$ cat config.mk
export PLATFORM = sky130hd
export DESIGN_NAME = i2c_slave_motor_command_flat
export DESIGN_NICKNAME = d
export VERILOG_FILES = /design/src/hdl/imc_pkg.sv /design/src/hdl/imc_channels.sv /design/src/hdl/imc_cfg_regs.sv /design/src/hdl/imc_in_stage.sv /design/src/hdl/imc_decode.sv /design/src/hdl/imc_out_stage.sv /design/src/hdl/i2c_slave_motor_command.sv /design/src/flat_wrapper.sv
export SDC_FILE = /design/constraint.sdc
export NUM_CORES = 1
export LEC_CHECK = 0
export BUFFER_PORTS_ARGS = -buffer_cell sky130_fd_sc_hd__buf_2
export CAP_MARGIN = 20
export CORE_UTILIZATION = 45
export CTS_CLUSTER_DIAMETER = 200
export CTS_CLUSTER_SIZE = 25
export DETAILED_ROUTE_END_ITERATION = 12
export PLACE_DENSITY = 0.68
export SETUP_SLACK_MARGIN = 0.5
export SLEW_MARGIN = 0
export SYNTH_ARGS = -nofsm -noshare
export SYNTH_HDL_FRONTEND = slang
export SYNTH_SLANG_ARGS = --single-unit
$ cat constraint.sdc
create_clock -name clk -period 2.6 [get_ports clk]
set_input_delay 0 -clock clk [delete_from_list [all_inputs] [get_ports clk]]
set_output_delay 0 -clock clk [all_outputs]
set_load 0.01 [all_outputs]
$ cat src/hdl/imc_pkg.sv
// Shared types and constants for the I2C slave motor command block.
// Holds status codes, bus action codes, register indexes and payload structs.
// No dependencies.
`default_nettype none

package imc_pkg;

  localparam int unsigned BYTE_W     = 8;
  localparam int unsigned CFG_IDX_W  = 8;
  localparam int unsigned RX_CNT_W   = 3;
  localparam int unsigned TX_CNT_W   = 2;
  localparam int unsigned REPLY_NUM  = 3;

  // Bytes accepted per write before the slave starts to nack.
  localparam int unsigned RX_LIMIT   = 6;
  // Bytes in a read reply.
  localparam int unsigned TX_LEN     = 3;

  // Slave status codes.
  localparam logic [BYTE_W-1:0] ST_SLA_W      = 8'h60;
  localparam logic [BYTE_W-1:0] ST_DATA_RX    = 8'h80;
  localparam logic [BYTE_W-1:0] ST_ARB_SLA_W  = 8'h68;
  localparam logic [BYTE_W-1:0] ST_STOP       = 8'hA0;
  localparam logic [BYTE_W-1:0] ST_DATA_RX_NA = 8'h88;
  localparam logic [BYTE_W-1:0] ST_SLA_R      = 8'hA8;
  localparam logic [BYTE_W-1:0] ST_DATA_TX    = 8'hB8;
  localparam logic [BYTE_W-1:0] ST_LAST_TX    = 8'hC8;
  localparam logic [BYTE_W-1:0] ST_DATA_TX_NA = 8'hC0;
  localparam logic [BYTE_W-1:0] ST_BUS_ERROR  = 8'h00;

  // Register indexes on the configuration port.
  localparam logic [CFG_IDX_W-1:0] CFG_OPEN_LOOP = 8'd0;
  localparam logic [CFG_IDX_W-1:0] CFG_REPLY_0   = 8'd1;
  localparam logic [CFG_IDX_W-1:0] CFG_REPLY_1   = 8'd2;
  localparam logic [CFG_IDX_W-1:0] CFG_REPLY_2   = 8'd3;

  typedef enum logic [1:0] {
    ACT_NONE  = 2'd0,
    ACT_ACK   = 2'd1,
    ACT_NACK  = 2'd2,
    ACT_RESET = 2'd3
  } bus_action_t;

  typedef struct packed {
    logic [BYTE_W-1:0] bus_status;
    logic [BYTE_W-1:0] rx_data;
  } item_t;

  typedef struct packed {
    logic                        open_loop;
    logic [REPLY_NUM-1:0][BYTE_W-1:0] reply;
  } cfg_t;

  typedef struct packed {
    bus_action_t       bus_action;
    logic              tx_valid;
    logic [BYTE_W-1:0] tx_byte;
    logic              dir_cmd_valid;
    logic              motor_select;
    logic              direction;
    logic              duty_cmd_valid;
    logic [BYTE_W-1:0] duty;
  } result_t;

endpackage

`default_nettype wire

$ cat src/hdl/imc_channels.sv
// Handshake channel interfaces for the I2C slave motor command block.
// Depends on imc_pkg for field widths.
`default_nettype none

interface imc_in_if;
  logic                              valid;
  logic                              ready;
  logic [imc_pkg::BYTE_W-1:0]        bus_status;
  logic [imc_pkg::BYTE_W-1:0]        rx_data;
  modport source (output valid, output bus_status, output rx_data, input ready);
  modport sink   (input valid, input bus_status, input rx_data, output ready);
endinterface

interface imc_out_if;
  logic                              valid;
  logic                              ready;
  logic [1:0]                        bus_action;
  logic                              tx_valid;
  logic [imc_pkg::BYTE_W-1:0]        tx_byte;
  logic                              dir_cmd_valid;
  logic                              motor_select;
  logic                              direction;
  logic                              duty_cmd_valid;
  logic [imc_pkg::BYTE_W-1:0]        duty;
  modport source (output valid, output bus_action, output tx_valid, output tx_byte,
                  output dir_cmd_valid, output motor_select, output direction,
                  output duty_cmd_valid, output duty, input ready);
  modport sink   (input valid, input bus_action, input tx_valid, input tx_byte,
                  input dir_cmd_valid, input motor_select, input direction,
                  input duty_cmd_valid, input duty, output ready);
endinterface

interface imc_cfg_if;
  logic                              valid;
  logic                              ready;
  logic [imc_pkg::CFG_IDX_W-1:0]     index;
  logic [imc_pkg::BYTE_W-1:0]        data;
  modport source (output valid, output index, output data, input ready);
  modport sink   (input valid, input index, input data, output ready);
endinterface

`default_nettype wire

$ cat src/hdl/imc_cfg_regs.sv
// Configuration register file: open-loop flag and the three reply bytes.
// Depends on imc_pkg and the imc_cfg_if interface.
`default_nettype none

module imc_cfg_regs (
  input  logic          clk,
  input  logic          rst_n,
  imc_cfg_if.sink       cfg_ch,
  output imc_pkg::cfg_t cfg
);

  imc_pkg::cfg_t cfg_r;
  logic          wr_en;

  assign cfg_ch.ready = 1'b1;
  assign wr_en        = cfg_ch.valid;
  assign cfg          = cfg_r;

  always_ff @(posedge clk) begin
    if (!rst_n) begin
      cfg_r <= '0;
    end else if (wr_en) begin
      unique case (cfg_ch.index)
        imc_pkg::CFG_OPEN_LOOP: cfg_r.open_loop <= cfg_ch.data[0];
        imc_pkg::CFG_REPLY_0:   cfg_r.reply[0]  <= cfg_ch.data;
        imc_pkg::CFG_REPLY_1:   cfg_r.reply[1]  <= cfg_ch.data;
        imc_pkg::CFG_REPLY_2:   cfg_r.reply[2]  <= cfg_ch.data;
        default: ;
      endcase
    end
  end

endmodule

`default_nettype wire

$ cat src/hdl/imc_in_stage.sv
// Input register stage: captures one bus event and holds it until it moves on.
// Depends on imc_pkg and the imc_in_if interface.
`default_nettype none

module imc_in_stage (
  input  logic           clk,
  input  logic           rst_n,
  imc_in_if.sink         in_ch,
  input  logic           advance,
  output logic           item_valid,
  output imc_pkg::item_t item
);

  logic           valid_r;
  imc_pkg::item_t item_r;
  logic           take;

  // The stage can take a new event when empty or when its current one leaves.
  assign in_ch.ready = !valid_r || advance;
  assign take        = in_ch.valid && in_ch.ready;
  assign item_valid  = valid_r;
  assign item        = item_r;

  always_ff @(posedge clk) begin
    if (!rst_n) begin
      valid_r <= 1'b0;
    end else if (in_ch.ready) begin
      valid_r <= in_ch.valid;
    end
  end

  always_ff @(posedge clk) begin
    if (take) begin
      item_r.bus_status <= in_ch.bus_status;
      item_r.rx_data    <= in_ch.rx_data;
    end
  end

endmodule

`default_nettype wire

$ cat src/hdl/imc_decode.sv
// Status decoder with the transfer counters and held motor selection.
// Depends on imc_pkg. State is committed when the event moves to the output stage.
`default_nettype none

module imc_decode (
  input  logic             clk,
  input  logic             rst_n,
  input  imc_pkg::item_t   item,
  input  imc_pkg::cfg_t    cfg,
  input  logic             commit,
  output imc_pkg::result_t res
);

  localparam logic [imc_pkg::RX_CNT_W-1:0] RxLimit =
    imc_pkg::RX_CNT_W'(imc_pkg::RX_LIMIT);
  localparam logic [imc_pkg::TX_CNT_W-1:0] TxLen =
    imc_pkg::TX_CNT_W'(imc_pkg::TX_LEN);
  localparam logic [imc_pkg::TX_CNT_W-1:0] TxLast =
    imc_pkg::TX_CNT_W'(imc_pkg::TX_LEN - 1);

  logic [imc_pkg::RX_CNT_W-1:0] rx_count_r, rx_count_nxt;
  logic [imc_pkg::TX_CNT_W-1:0] tx_count_r, tx_count_nxt;
  logic                         held_motor_r, held_motor_nxt;
  logic                         held_direction_r, held_direction_nxt;
  logic [imc_pkg::TX_CNT_W-1:0] tx_idx;

  // The reply index sticks at the last entry once the reply has run out.
  assign tx_idx = (tx_count_r > TxLast) ? TxLast : tx_count_r;

  always_comb begin
    res                = '0;
    res.bus_action     = imc_pkg::ACT_NONE;
    rx_count_nxt       = rx_count_r;
    tx_count_nxt       = tx_count_r;
    held_motor_nxt     = held_motor_r;
    held_direction_nxt = held_direction_r;

    unique case (item.bus_status) inside
      imc_pkg::ST_SLA_W: begin
        rx_count_nxt   = '0;
        res.bus_action = imc_pkg::ACT_ACK;
      end
      imc_pkg::ST_DATA_RX: begin
        if (rx_count_r < RxLimit) begin
          if (rx_count_r == '0) begin
            // Bit 1 set picks the left motor, bit 0 set picks forward.
            held_motor_nxt     = !item.rx_data[1];
            held_direction_nxt = !item.rx_data[0];
          end else if (rx_count_r == imc_pkg::RX_CNT_W'(1)) begin
            res.dir_cmd_valid = 1'b1;
            res.motor_select  = held_motor_r;
            res.direction     = held_direction_r;
            if (cfg.open_loop) begin
              res.duty_cmd_valid = 1'b1;
              res.duty           = item.rx_data;
            end
          end
          rx_count_nxt = rx_count_r + imc_pkg::RX_CNT_W'(1);
        end
        res.bus_action = (rx_count_nxt >= RxLimit) ? imc_pkg::ACT_NACK : imc_pkg::ACT_ACK;
      end
      imc_pkg::ST_ARB_SLA_W, imc_pkg::ST_STOP, imc_pkg::ST_DATA_RX_NA,
      imc_pkg::ST_LAST_TX, imc_pkg::ST_DATA_TX_NA: begin
        res.bus_action = imc_pkg::ACT_ACK;
      end
      imc_pkg::ST_SLA_R: begin
        tx_count_nxt   = imc_pkg::TX_CNT_W'(1);
        res.tx_valid   = 1'b1;
        res.tx_byte    = cfg.reply[0];
        res.bus_action = imc_pkg::ACT_ACK;
      end
      imc_pkg::ST_DATA_TX: begin
        res.tx_valid = 1'b1;
        res.tx_byte  = cfg.reply[tx_idx];
        if (tx_count_r < TxLen) begin
          tx_count_nxt = tx_count_r + imc_pkg::TX_CNT_W'(1);
        end
        res.bus_action = (tx_count_nxt >= TxLen) ? imc_pkg::ACT_NACK : imc_pkg::ACT_ACK;
      end
      imc_pkg::ST_BUS_ERROR: begin
        res.bus_action = imc_pkg::ACT_RESET;
      end
      default: ;
    endcase
  end

  always_ff @(posedge clk) begin
    if (!rst_n) begin
      rx_count_r       <= '0;
      tx_count_r       <= '0;
      held_motor_r     <= 1'b0;
      held_direction_r <= 1'b0;
    end else if (commit) begin
      rx_count_r       <= rx_count_nxt;
      tx_count_r       <= tx_count_nxt;
      held_motor_r     <= held_motor_nxt;
      held_direction_r <= held_direction_nxt;
    end
  end

endmodule

`default_nettype wire

$ cat src/hdl/imc_out_stage.sv
// Result register stage: holds one decoded answer until the sink takes it.
// Depends on imc_pkg and the imc_out_if interface.
`default_nettype none

module imc_out_stage (
  input  logic             clk,
  input  logic             rst_n,
  input  logic             load,
  input  imc_pkg::result_t res,
  output logic             free,
  imc_out_if.source        out_ch
);

  logic             valid_r;
  imc_pkg::result_t res_r;

  // Free when empty or when the held result is being taken this cycle.
  assign free = !valid_r || out_ch.ready;

  always_ff @(posedge clk) begin
    if (!rst_n) begin
      valid_r <= 1'b0;
    end else if (free) begin
      valid_r <= load;
    end
  end

  always_ff @(posedge clk) begin
    if (load) begin
      res_r <= res;
    end
  end

  assign out_ch.valid          = valid_r;
  assign out_ch.bus_action     = res_r.bus_action;
  assign out_ch.tx_valid       = res_r.tx_valid;
  assign out_ch.tx_byte        = res_r.tx_byte;
  assign out_ch.dir_cmd_valid  = res_r.dir_cmd_valid;
  assign out_ch.motor_select   = res_r.motor_select;
  assign out_ch.direction      = res_r.direction;
  assign out_ch.duty_cmd_valid = res_r.duty_cmd_valid;
  assign out_ch.duty           = res_r.duty;

endmodule

`default_nettype wire

$ cat src/hdl/i2c_slave_motor_command.sv
// I2C slave motor command handler: one bus event in, one bus answer out per event.
// Depends on imc_pkg, the channel interfaces, imc_cfg_regs, imc_in_stage,
// imc_decode and imc_out_stage.
//
// Each transfer on the input channel carries one slave status code with its
// received byte, and produces exactly one transfer on the result channel with
// the bus action to take next, any byte to load for sending and any motor
// commands. On a master write the first data byte chooses the motor and the
// direction, and the second byte issues a direction command for that motor,
// together with a duty command carrying the byte when open-loop mode is set;
// bytes beyond the receive limit are nacked and otherwise ignored. On a master
// read the three reply registers are sent in turn, the last one with a nack,
// and further reads repeat the last reply byte. A bus error status asks for the
// bus logic to be reset, and unknown status codes give no action. The block
// accepts one event per clock cycle while the result channel is ready: an
// event is held in an input register, decoded by a single level of logic and
// written to a result register, which drives the result channel. A result
// waiting on a stalled sink lets one further event wait in the input register,
// after which the input channel stalls too. Configuration writes are taken
// in any cycle and should only be made while no event is in flight.
`default_nettype none

module i2c_slave_motor_command (
  input  logic      clk,
  input  logic      rst_n,
  imc_in_if.sink    in_ch,
  imc_out_if.source out_ch,
  imc_cfg_if.sink   cfg_ch
);

  imc_pkg::cfg_t    cfg;
  imc_pkg::item_t   item;
  imc_pkg::result_t res;
  logic             item_valid;
  logic             out_free;
  logic             advance;

  // An event moves to the result register, and its effect on the counters is
  // committed, in the same cycle.
  assign advance = item_valid && out_free;

  imc_cfg_regs u_cfg_regs (
    .clk    (clk),
    .rst_n  (rst_n),
    .cfg_ch (cfg_ch),
    .cfg    (cfg)
  );

  imc_in_stage u_in_stage (
    .clk        (clk),
    .rst_n      (rst_n),
    .in_ch      (in_ch),
    .advance    (advance),
    .item_valid (item_valid),
    .item       (item)
  );

  imc_decode u_decode (
    .clk    (clk),
    .rst_n  (rst_n),
    .item   (item),
    .cfg    (cfg),
    .commit (advance),
    .res    (res)
  );

  imc_out_stage u_out_stage (
    .clk    (clk),
    .rst_n  (rst_n),
    .load   (advance),
    .res    (res),
    .free   (out_free),
    .out_ch (out_ch)
  );

endmodule

`default_nettype wire

$ cat src/flat_wrapper.sv
// flat-port wrapper written by rule: the top's interface ports become plain ports
module i2c_slave_motor_command_flat 
  (clk, rst_n, in_ch_valid, in_ch_bus_status, in_ch_rx_data, in_ch_ready, out_ch_valid, out_ch_bus_action, out_ch_tx_valid, out_ch_tx_byte, out_ch_dir_cmd_valid, out_ch_motor_select, out_ch_direction, out_ch_duty_cmd_valid, out_ch_duty, out_ch_ready, cfg_ch_valid, cfg_ch_index, cfg_ch_data, cfg_ch_ready);
  imc_in_if in_ch_i ();
  imc_out_if out_ch_i ();
  imc_cfg_if cfg_ch_i ();
  input  logic clk;
  input  logic rst_n;
  input wire logic [$bits(in_ch_i.valid)-1:0] in_ch_valid;
  input wire logic [$bits(in_ch_i.bus_status)-1:0] in_ch_bus_status;
  input wire logic [$bits(in_ch_i.rx_data)-1:0] in_ch_rx_data;
  output wire logic [$bits(in_ch_i.ready)-1:0] in_ch_ready;
  output wire logic [$bits(out_ch_i.valid)-1:0] out_ch_valid;
  output wire logic [$bits(out_ch_i.bus_action)-1:0] out_ch_bus_action;
  output wire logic [$bits(out_ch_i.tx_valid)-1:0] out_ch_tx_valid;
  output wire logic [$bits(out_ch_i.tx_byte)-1:0] out_ch_tx_byte;
  output wire logic [$bits(out_ch_i.dir_cmd_valid)-1:0] out_ch_dir_cmd_valid;
  output wire logic [$bits(out_ch_i.motor_select)-1:0] out_ch_motor_select;
  output wire logic [$bits(out_ch_i.direction)-1:0] out_ch_direction;
  output wire logic [$bits(out_ch_i.duty_cmd_valid)-1:0] out_ch_duty_cmd_valid;
  output wire logic [$bits(out_ch_i.duty)-1:0] out_ch_duty;
  input wire logic [$bits(out_ch_i.ready)-1:0] out_ch_ready;
  input wire logic [$bits(cfg_ch_i.valid)-1:0] cfg_ch_valid;
  input wire logic [$bits(cfg_ch_i.index)-1:0] cfg_ch_index;
  input wire logic [$bits(cfg_ch_i.data)-1:0] cfg_ch_data;
  output wire logic [$bits(cfg_ch_i.ready)-1:0] cfg_ch_ready;
  assign in_ch_i.valid = in_ch_valid;
  assign in_ch_i.bus_status = in_ch_bus_status;
  assign in_ch_i.rx_data = in_ch_rx_data;
  assign in_ch_ready = in_ch_i.ready;
  assign out_ch_valid = out_ch_i.valid;
  assign out_ch_bus_action = out_ch_i.bus_action;
  assign out_ch_tx_valid = out_ch_i.tx_valid;
  assign out_ch_tx_byte = out_ch_i.tx_byte;
  assign out_ch_dir_cmd_valid = out_ch_i.dir_cmd_valid;
  assign out_ch_motor_select = out_ch_i.motor_select;
  assign out_ch_direction = out_ch_i.direction;
  assign out_ch_duty_cmd_valid = out_ch_i.duty_cmd_valid;
  assign out_ch_duty = out_ch_i.duty;
  assign out_ch_i.ready = out_ch_ready;
  assign cfg_ch_i.valid = cfg_ch_valid;
  assign cfg_ch_i.index = cfg_ch_index;
  assign cfg_ch_i.data = cfg_ch_data;
  assign cfg_ch_ready = cfg_ch_i.ready;
  i2c_slave_motor_command u_core (.clk(clk), .rst_n(rst_n), .in_ch(in_ch_i), .out_ch(out_ch_i), .cfg_ch(cfg_ch_i));
endmodule
# Word-level counts from Yosys, hierarchy flattened
# Index checks and enable logic that the tools add are counted.
[classes]
add_sub_neg = 2
n_mul = 0
div = 0
magnitude_cmp = 6
eq_ne = 13
n_shift = 0
n_mux = 15
bitwise = 4
reduce_logical = 24
[ops]
columns = ["operator", "n"]
rows = [
  ["$eq A8 B8 Y1 const B", 7],
  ["$pmux W9 S2", 1],
  ["$bmux W8 S2", 1],
  ["$eq A8 B2 Y1 const B", 2],
  ["$eq A8 B7 Y1 const B", 2],
  ["$logic_not A8 Y1", 2],
  ["$mux W12", 1],
  ["$reduce_and A2 Y1", 6],
  ["$mux W2", 5],
  ["$mux W9", 1],
  ["$eq A8 B1 Y1 const B", 1],
  ["$mux W8", 1],
  ["$pmux W2 S4", 1],
  ["$reduce_or A7 Y1", 1],
  ["$mux W3", 2],
  ["$pmux W3 S2", 1],
  ["$reduce_or A5 Y1", 1],
  ["$logic_not A1 Y1", 4],
  ["$not A1 Y1", 4],
  ["$pmux W2 S2", 1],
  ["$reduce_and A4 Y1", 1],
  ["$reduce_bool A2 Y1", 2],
  ["$reduce_or A4 Y1", 1],
  ["$add A3 B1 Y3 const B", 1],
  ["12 further kinds", 14],
]
[word_totals]
regBits = 73
latchBits = 0
ram_bits = 0
mem_bits_ro = 0
in_bits = 37
out_inout_bits = 26
word_cells = 84
n_memories = 0

# Depth between registers and ports, before layout
[logic_depth]
depth_word = 6
ltp_mapped = 6
ltp_nobuf = 6

# By module
# Synthesis repeated with hierarchy kept, for this count alone.
[unflattened]
cells_unflattened = 254
hier_area_um2 = 3089.2
[by_module_without_submodules]
columns = ["mod", "n_inst", "cells_each", "area_each_um2", "seq_area_each_um2"]
rows = [
  ["imc_cfg_regs", 1, 97, 997.2, 500.5],
  ["imc_decode", 1, 108, 808.3, 140.1],
  ["imc_out_stage", 1, 27, 739.5, 710.7],
  ["imc_in_stage", 1, 21, 538.0, 500.5],
  ["i2c_slave_motor_command", 1, 1, 6.3, 0.0],
]

# Least setup slack after synthesis
# Ideal clock, no wire load.
[synth_timing]
kind = "reg2reg"
startpoint = "register u_core.u_out_stage.valid_r (netlist: u_core.u_out_stage.out_ch.valid)"
endpoint = "register u_core.u_out_stage.res_r, in the netlist u_core.u_out_stage.out_ch.bus_action[0], enable pin"
setup_time_ns = 0.404
arrival_time_ns = 1.525
required_ns = 2.196
path_slack_ns = 0.671
stages_incl_launch_ff = 3
path_buffers = 0
synth_period_minus_slack_ns = 1.929
path_cell_list = "dfxtp_1 > nor2b_1 > nor2_1"
[synth_via]
elab_chain_cells = 3
[synth_rtl]
columns = ["item", "line_no", "source"]
rows = [
  ["start, declared", "imc_out_stage.sv:14", "logic valid_r;"],
  ["start signal, assigned", "imc_out_stage.sv:24", "valid_r <= load;"],
  ["$logic_not A1 Y1", "imc_out_stage.sv:18", "assign free = !valid_r || out_ch.ready;"],
  ["$logic_or A1 B1 Y1", "imc_out_stage.sv:18", ""],
  ["$logic_and A1 B1 Y1", "i2c_slave_motor_command.sv:40", "assign advance = item_valid && out_free;"],
  ["via u_core.advance", "i2c_slave_motor_command.sv:36", "logic advance;"],
  ["end signal, assigned", "imc_out_stage.sv:30", "res_r <= res;"],
  ["end, declared", "imc_out_stage.sv:15", "imc_pkg::result_t res_r;"],
]
# The timed path passes the listed nets, and every way through them passes these cells.
# A chain may end at the register's enable or synchronous reset.

# Worst setup path after layout
[layout_timing]
startpoint = "register u_core.u_in_stage.item_r, in the netlist u_core.u_in_stage.item[13]"
endpoint = "register u_core.u_decode.rx_count_r[2] in the netlist's numbering"
[layout_via]
elab_chain_cells = 3
elab_cells_between_ends = 5
classes_between = "eq/ne: 2; mux: 1; reduce/logical: 2"
[layout_rtl]
columns = ["item", "line_no", "source"]
rows = [
  ["start, declared", "imc_in_stage.sv:15", "imc_pkg::item_t item_r;"],
  ["$eq A8 B7 Y1 (no source line) or $eq A8 B8 Y1 (tied branches)", "n/a", ""],
  ["$reduce_bool A2 Y1 (no source line)", "n/a", ""],
  ["$reduce_and A2 Y1 (no source line)", "n/a", ""],
  ["end signal, assigned", "imc_decode.sv:94", "rx_count_r <= rx_count_nxt;"],
  ["end, declared", "imc_decode.sv:21", "logic [imc_pkg::RX_CNT_W-1:0] rx_count_r, rx_count_nxt;"],
]
# Parallel ways exist; a longest one is shown, timed or not.

==> reports/results.tsv <==
metric	value	unit
status	complete, no violations	
Die Y	83.3	um
vias in the first global route	2147	
Tot Pwr	2.21	mW
dpl hpwl	3780	um
Worst path top cell family by delay	compound AO/OA/AOI/OAI gates	
most common cell after layout, fill and taps aside	buf_2	
P_leak	1.58	nW
Core Region	6350	um^2
die area	6940	um^2
CP Max Fanout	7	
Worst Tran Pin Value	0.724	ns
GR Overflow Total	0	
Synth async-reset ratio	0	%
instance count of the mapped netlist	250	
Post-Syn Area	2980	um^2
multi-input logic area	1040	um^2
VDD IR max	0.370	mV
number of synthesized flops with an enable pin	39	
P&R area growth vs syn	27.7	%
DR iter-0 viols	112	
CP endpoint kind	register	
worst path cell trace	or3b_1 > a2111o_1 > or2_1 > o221a_1	
port buffer count	61	
critical path class	reg2reg	
Crit path largest cell delay	0.48	ns
H-tree levels	3	
share of post-route cells with drive strength above 1	24.6	%
Initial Utilization	46.9	%
drt total wl	5810	um
Post-CTS Setup Bufs	0	
top_reg_cell synth	edfxtp_1	
RSZ-0062 raised after global routing	no	
Seq cells post-synth	73	
clk slew on worst S/H paths	0.08	ns
Synth cell types	45	
CTS tree	built	
Hold Crit Class	in2reg	
Final Skew	0.00718	ns
clk sink count	73	
root buffer cell	clkbuf_8	
Max-Cap Viols	0	
final-report hold violation count	0	
CP arrival	2.24	ns
Final Critical Period	2.00	ns
PwrDens	582	nW/um^2
post-DR wirelength/cell	13.9	um
Max-slew headroom	51.7	%
vias per std cell	5.30	
FF+latch area	1850	um^2
max-slew violations	0	
Site Rows	29	
GRT Util Overall	17.9	%
drt first pass iters	4	
Worst path slowest cell	edfxtp_1	
yosys warns	0	
TNS Setup	0	ns
fin area	3800	um^2
routed via count	2221	
fin nets	377	
largest net degree at the start of global routing	39	
DRC	0	
first-pass GRT wire length	9660	um
# fillers	518	
leading cell types in the layout, fill and taps excluded	buf_2, edfxtp_1, dfxtp_1	
I/O Pins	63	
hold slack	0.00826	ns
Placed Area	3340	um^2
fmax	501	MHz
register area share after synthesis	62.2	%
Num CTS Buffers	9	
Clock Path Buffers	2	
post-route ant nets	0	
fin crit share	76.8	%
Synth Net Count	290	
Req. time, crit path	2.85	ns
# diodes	0	
GP Congestion	0.771	
antenna violations before repair	0	
DIE WIDTH	83.3	um
clk_lat worst skew	0.35	ns
worst path bufs/invs	0	
mean post-synth cell area	11.9	um^2
critical path launch point type	register	
Setup violations, final	0	
cell type report:
| cell class | instances | share of cell area (%) |
|---|---|---|
| repair buffers | 90 | 15.9 |
| clock buffers | 9 | 3.26 |
| clock inverters | 7 | 1.55 |
| well taps | 77 | 2.54 |
| flip-flops and latches | 73 | 48.7 |
| inverters | 7 | 0.691 |
| multi-input cells | 156 | 27.4 |
worst reg2reg max path: cells and delay by family (launching register included):
kind | cells | cell delay (ns)
flops | 1 | 0.48
compound gates | 2 | 0.74
simple gates | 2 | 0.68
per-layer routing:
layer  GRT usage [%]  up-vias  routed length (um)
met1            21.7     1040                2580
li1                -     1102                   -
met5               0        -                   0
met2            29.4       67                2780
met4            8.93        0                 127
met3            4.77       12                 318
synthesized netlist by cell type (2+ instances only):
library cell,count,area (um^2)
edfxtp_1,39,1170
dfxtp_1,34,681
nand2_1,27,101
mux2i_1,17,170
and2_1,14,87.6
o21ai_0,11,55.1
and3_1,10,62.6
nand3_1,10,50.1
clkbuf_1,9,33.8
nor2_1,9,33.8
a221o_1,8,80.1
inv_1,7,26.3
a21oi_1,6,30.0
nand3b_1,5,37.5
a311oi_1,3,26.3
buf_4,3,22.5
ha_1,3,37.5
nor3_1,3,15.0
or4_1,3,22.5
a31oi_1,2,12.5
nand2b_1,2,12.5
o311ai_0,2,17.5
timing repair:
| action | in CTS | in global routing |
|---|---|---|
| endpoints found under the setup margin | 9 | 12 |
| gates resized for setup | 1 | 2 |
| hold buffers | 27 | 0 |
| hold endpoints to repair | 40 | 0 |
power by group:
group,internal (mW),switching [mW],leakage (nW)
clock,0.361,0.463,0.0872
sequential,1.24,0.0145,0.659
combinational,0.0683,0.0655,0.837
total,1.67,0.543,1.58
cell families (layout without fill, tap and decap cells):
logic type | count (synthesis) | count (layout) | synth area share (%)
AND/OR/NAND/NOR | 94 | 94 | 17.5
buffers and inverters | 21 | 113 | 3.07
AO/OA/AOI/OAI | 41 | 41 | 10.1
flip-flops | 73 | 73 | 62.2
other | 1 | 1 | 0.126
adder cells (fa/ha/maj) | 3 | 3 | 1.26
multiplexers | 17 | 17 | 5.72
per-stage QoR:
stage	util [%]	setup slack (ns)	std cells
2_1_floorplan	-	0.671	250
3_3_place_gp	52.6	0.565	376
3_5_place_dp	52.6	0.488	376
4_1_cts	59.8	0.561	419
5_1_grt	59.8	0.521	419
6_report	59.8	0.602	419
sequential cells by signal (all words and copies together), names as in the netlist:
signal and flops:
u_core.u_decode.tx_count_r 2, u_core.u_decode.held_motor_r 1, u_core.u_out_stage.out_ch.tx_valid 1, u_core.u_out_stage.out_ch.bus_action 2
u_core.u_cfg_regs.cfg 25, u_core.u_out_stage.out_ch.valid 1, u_core.u_out_stage.out_ch.dir_cmd_valid 1, u_core.u_in_stage.item 16
u_core.u_decode.held_direction_r 1, u_core.u_out_stage.out_ch.motor_select 1, u_core.u_out_stage.out_ch.direction 1, u_core.u_out_stage.out_ch.duty_cmd_valid 1
u_core.u_decode.rx_count_r 3, u_core.u_out_stage.out_ch.tx_byte 8, u_core.u_in_stage.item_valid 1, u_core.u_out_stage.out_ch.duty 8
worst paths after layout:
| path | endpoint | from | depth (start not counted) | slack (ns) |
|---|---|---|---|---|
| worst max-delay path | u_core.u_decode.rx_count_r[2] | u_core.u_in_stage.item[13] | 4 | 0.60 |
| worst min-delay path | u_core.u_cfg_regs.cfg[8] | cfg_ch_data[0] | 3 | 0.008 |
| worst max register to register | u_core.u_decode.rx_count_r[2] | u_core.u_in_stage.item[13] | 4 | 0.60 |
| worst min register to register | u_core.u_cfg_regs.cfg[7] | u_core.u_cfg_regs.cfg[7] | 2 | 0.46 |
(Power assumes the default switching activity.)
